$ cat src/hdl/tfc_ram.sv
// Generic single-clock RAM, one write port and one read port, registered read.
// No dependencies.

module tfc_ram #(
    parameter int WIDTH = 8,
    parameter int DEPTH = 16
) (
    input  logic                     clk,
    input  logic                     we,
    input  logic [$clog2(DEPTH)-1:0] waddr,
    input  logic [WIDTH-1:0]         wdata,
    input  logic [$clog2(DEPTH)-1:0] raddr,
    output logic [WIDTH-1:0]         rdata
);

    logic [WIDTH-1:0] mem [DEPTH];

    // Write, and read through a register
    always_ff @(posedge clk)
    begin
        if (we)
        begin
            mem[waddr] <= wdata;
        end
        rdata <= mem[raddr];
    end

endmodule

$ cat config.mk
export PLATFORM = sky130hd
export DESIGN_NAME = tfc_ram
export DESIGN_NICKNAME = d
export VERILOG_FILES = /design/src/hdl/tfc_ram.sv
export SDC_FILE = /design/constraint.sdc
export NUM_CORES = 1
export LEC_CHECK = 0
export BUFFER_PORTS_ARGS = -buffer_cell sky130_fd_sc_hd__buf_2
export CORE_MARGIN = 2
export CORE_UTILIZATION = 40
export CTS_BUF_LIST = sky130_fd_sc_hd__clkbuf_16
export DETAILED_ROUTE_END_ITERATION = 12
export GPL_TIMING_DRIVEN = 0
export MAX_ROUTING_LAYER = met4
export SYNTH_ARGS = -nofsm -noshare
export SYNTH_HDL_FRONTEND = slang
export SYNTH_SLANG_ARGS = --single-unit
$ cat constraint.sdc
create_clock -name clk -period 2.9 [get_ports clk]
set_input_delay 0.58 -clock clk [delete_from_list [all_inputs] [get_ports clk]]
set_output_delay 0.58 -clock clk [all_outputs]
set_load 0.02 [all_outputs]
==> impl_metrics.yaml <==
clock_network:
  root_buffer: "clkbuf_16"
  postCtsHoldBufs: 0
  ctsResizeCount: 0
  path_clk_slew_ns: 0.06
  cts_buffers: 17
  cts_num_sinks: 136
  clock_path_buffers: 2
  htreeDepth: 4
  cts_setup_buffers: 0
  cts_tree: "built"
  worstSkewPairLatency_ns: 0.40
grt:
  grt_pass1_vias: 2378
  overflow: 0
  grt_antenna_before_repair: 0
  track_usage: 0.154
  grt_pass1_wl_um: 14500
  grt_max_degree: 17
setup_path:
  worst-setup-path-type: "primary input to flip-flop"
  end_kind: "flip-flop"
  crit_required_ns: 2.91
  start_kind: "primary input"
  arrival_ns: 2.21
  cp_max_fo: 8
place:
  dpl.hpwl_um: 6110
  place_area_um2: 5480
  dp.cells: 425
  numPortBuffers: 24
  place_congestion: 0.693
synthesis:
  ys_ff_latch: 136
  syn_area_um2: 5150
  syn_inst: 229
  synth-seq-area-share: 0.778
  synth_warnings: 0
  synth_nets: 247
  yosysUniqueCellTypes: 19
  avgSynthCellArea_um2: 22.5
sta:
  relSlewSlack: 0.107
  final-hold-violation-count: 0
  tns_ns: 0
  clock_skew_ns: 0.00601
  setup_viol: 0
  hold_slack_ns: 0.580
  final_max_slew_viol_count: 0
  worst_slew_pin_slew_ns: 1.33
  fmax_mhz: 455
  timing.final.crit_share: 0.758
  fin_crit_ns: 2.20
  rsz0062_at_grt: "false"
final_layout:
  drive_above_1_share: 0.298
  diodes: 0
  fill_cells: 1023
  final_cells: 457
  multiInputGateArea_um2: 1060
  fin_area_um2: 6130
  fin_nets: 290
  regArea_um2: 4000
  area_growth_pct: 19.1
route:
  drtIter0Drc: 155
  dr.pass1.iters: 5
  drc: 0
  wl_per_cell_um: 21.0
  antenna_left: 0
  via_per_inst: 5.09
  routed_wl_um: 9580
  via_count: 2325
die:
  die-area_um2: 13800
  die_h_um: 117
  num_rows: 41
  start_util: 0.410
  die_w_um: 117
  core-area_um2: 12600
  io_pins: 26
flow_run:
  cap_violations: 0
min_path:
  holdCritPathClass: "primary input to flip-flop"
pwr:
  vdd_drop_max_mv: 0.433
  power_density_nw_per_um2: 772
  p_leak_nw: 2.05
status:
  status: "finished clean"
==> synthesized netlist by cell type (all sizes together) <==
library cell | n | area, µm²
a22oi | 16 | 120
and2 | 1 | 6.26
and2b | 1 | 7.51
buf | 7 | 56.3
clkdlybuf4s25 | 3 | 30.0
dfxtp | 8 | 160
edfxtp | 128 | 3840
mux4 | 32 | 773
nand2 | 9 | 33.8
nand2b | 2 | 12.5
nand3 | 1 | 5.00
nand3b | 2 | 15.0
nor2 | 13 | 48.8
nor2b | 1 | 6.26
nor3 | 4 | 20.0
or3b | 1 | 8.76
==> worst max-delay path: stages <==
cell	delay, ns
buf_2	0.13
or3b_2	0.52
nor3_1	0.98
==> layout make-up <==
cell class / instances / area share
flip-flops and latches: 136 / 0.653
repair buffers: 24 / 0.0196
clock inverters: 15 / 0.0365
multi-input cells: 83 / 0.172
clock buffers: 17 / 0.0694
well taps: 172 / 0.0351
plain buffers: 10 / 0.0141
==> registers in the layout, indices dropped and copies added, names as in the netlist <==
name   flops
mem      128
rdata      8
==> final timing paths <==
path	from	to	slack (ns)	depth (start not counted)
setup reg to reg	mem[11][7]	rdata[7]	1.50	3
hold reg to reg	mem[11][2]	rdata[2]	0.68	3
hold / removal	wdata[2]	mem[13][2]	0.58	1
setup / recovery	waddr[2]	mem[0][4]	0.70	3
==> placed cells by master (no fill, tap or decap) <==
cell type and n:
and2_1 1, inv_6 2, buf_2 27, clkbuf_16 17, mux4_1 14, clkinv_2 3, clkinvlp_4 2, nand3b_1 2
a22oi_1 16, nand2b_1 2, bufinv_16 5, nor2b_1 1, mux4_2 18, nand2_1 9, dfxtp_1 8, nand3_1 1
nor2_1 13, buf_4 1, edfxtp_1 128, and2b_1 1, buf_6 3, nor3_1 4, clkinv_4 3, clkdlybuf4s25_2 3
or3b_2 1
==> logic make-up after synthesis <==
kind of cell,share of synthesized area
AOI/OAI and AO/OA,0.0233
buffers and inverters,0.0168
DFF,0.778
muxes,0.150
and+or+nand+nor,0.0318
==> where the power goes <==
group	leakage, nW	internal, mW	switching, mW	total (mW)
Combinational	0.515	0.0874	0.135	0.222
Sequential	1.22	2.20	0.00920	2.21
Clock	0.314	1.53	0.778	2.31
Total	2.05	3.81	0.921	4.74
==> per-layer routing <==
| metal | vias up | GRT usage | part of all wire |
|---|---|---|---|
| li1 | 1065 | - | - |
| met1 | 1199 | 0.199 | 0.44 |
| met2 | 51 | 0.230 | 0.51 |
| met3 | 10 | 0.0462 | 0.043 |
| met4 | 0 | 0.0640 | 0.014 |
| met5 | - | - | 0 |
==> through the flow <==
| stage | setup WS (ns) | utilization | power, mW |
|---|---|---|---|
| 4_1_cts | 0.618 | 0.488 | 4.78 |
| 6_report | 0.700 | 0.488 | 4.74 |
| 2_1_floorplan | 0.827 | - | 2.38 |
| 5_1_grt | 0.579 | 0.488 | 4.90 |
| 3_3_place_gp | 0.223 | 0.436 | 2.47 |
| 3_5_place_dp | 0.223 | 0.436 | 2.47 |
(Power assumes the default switching activity.)
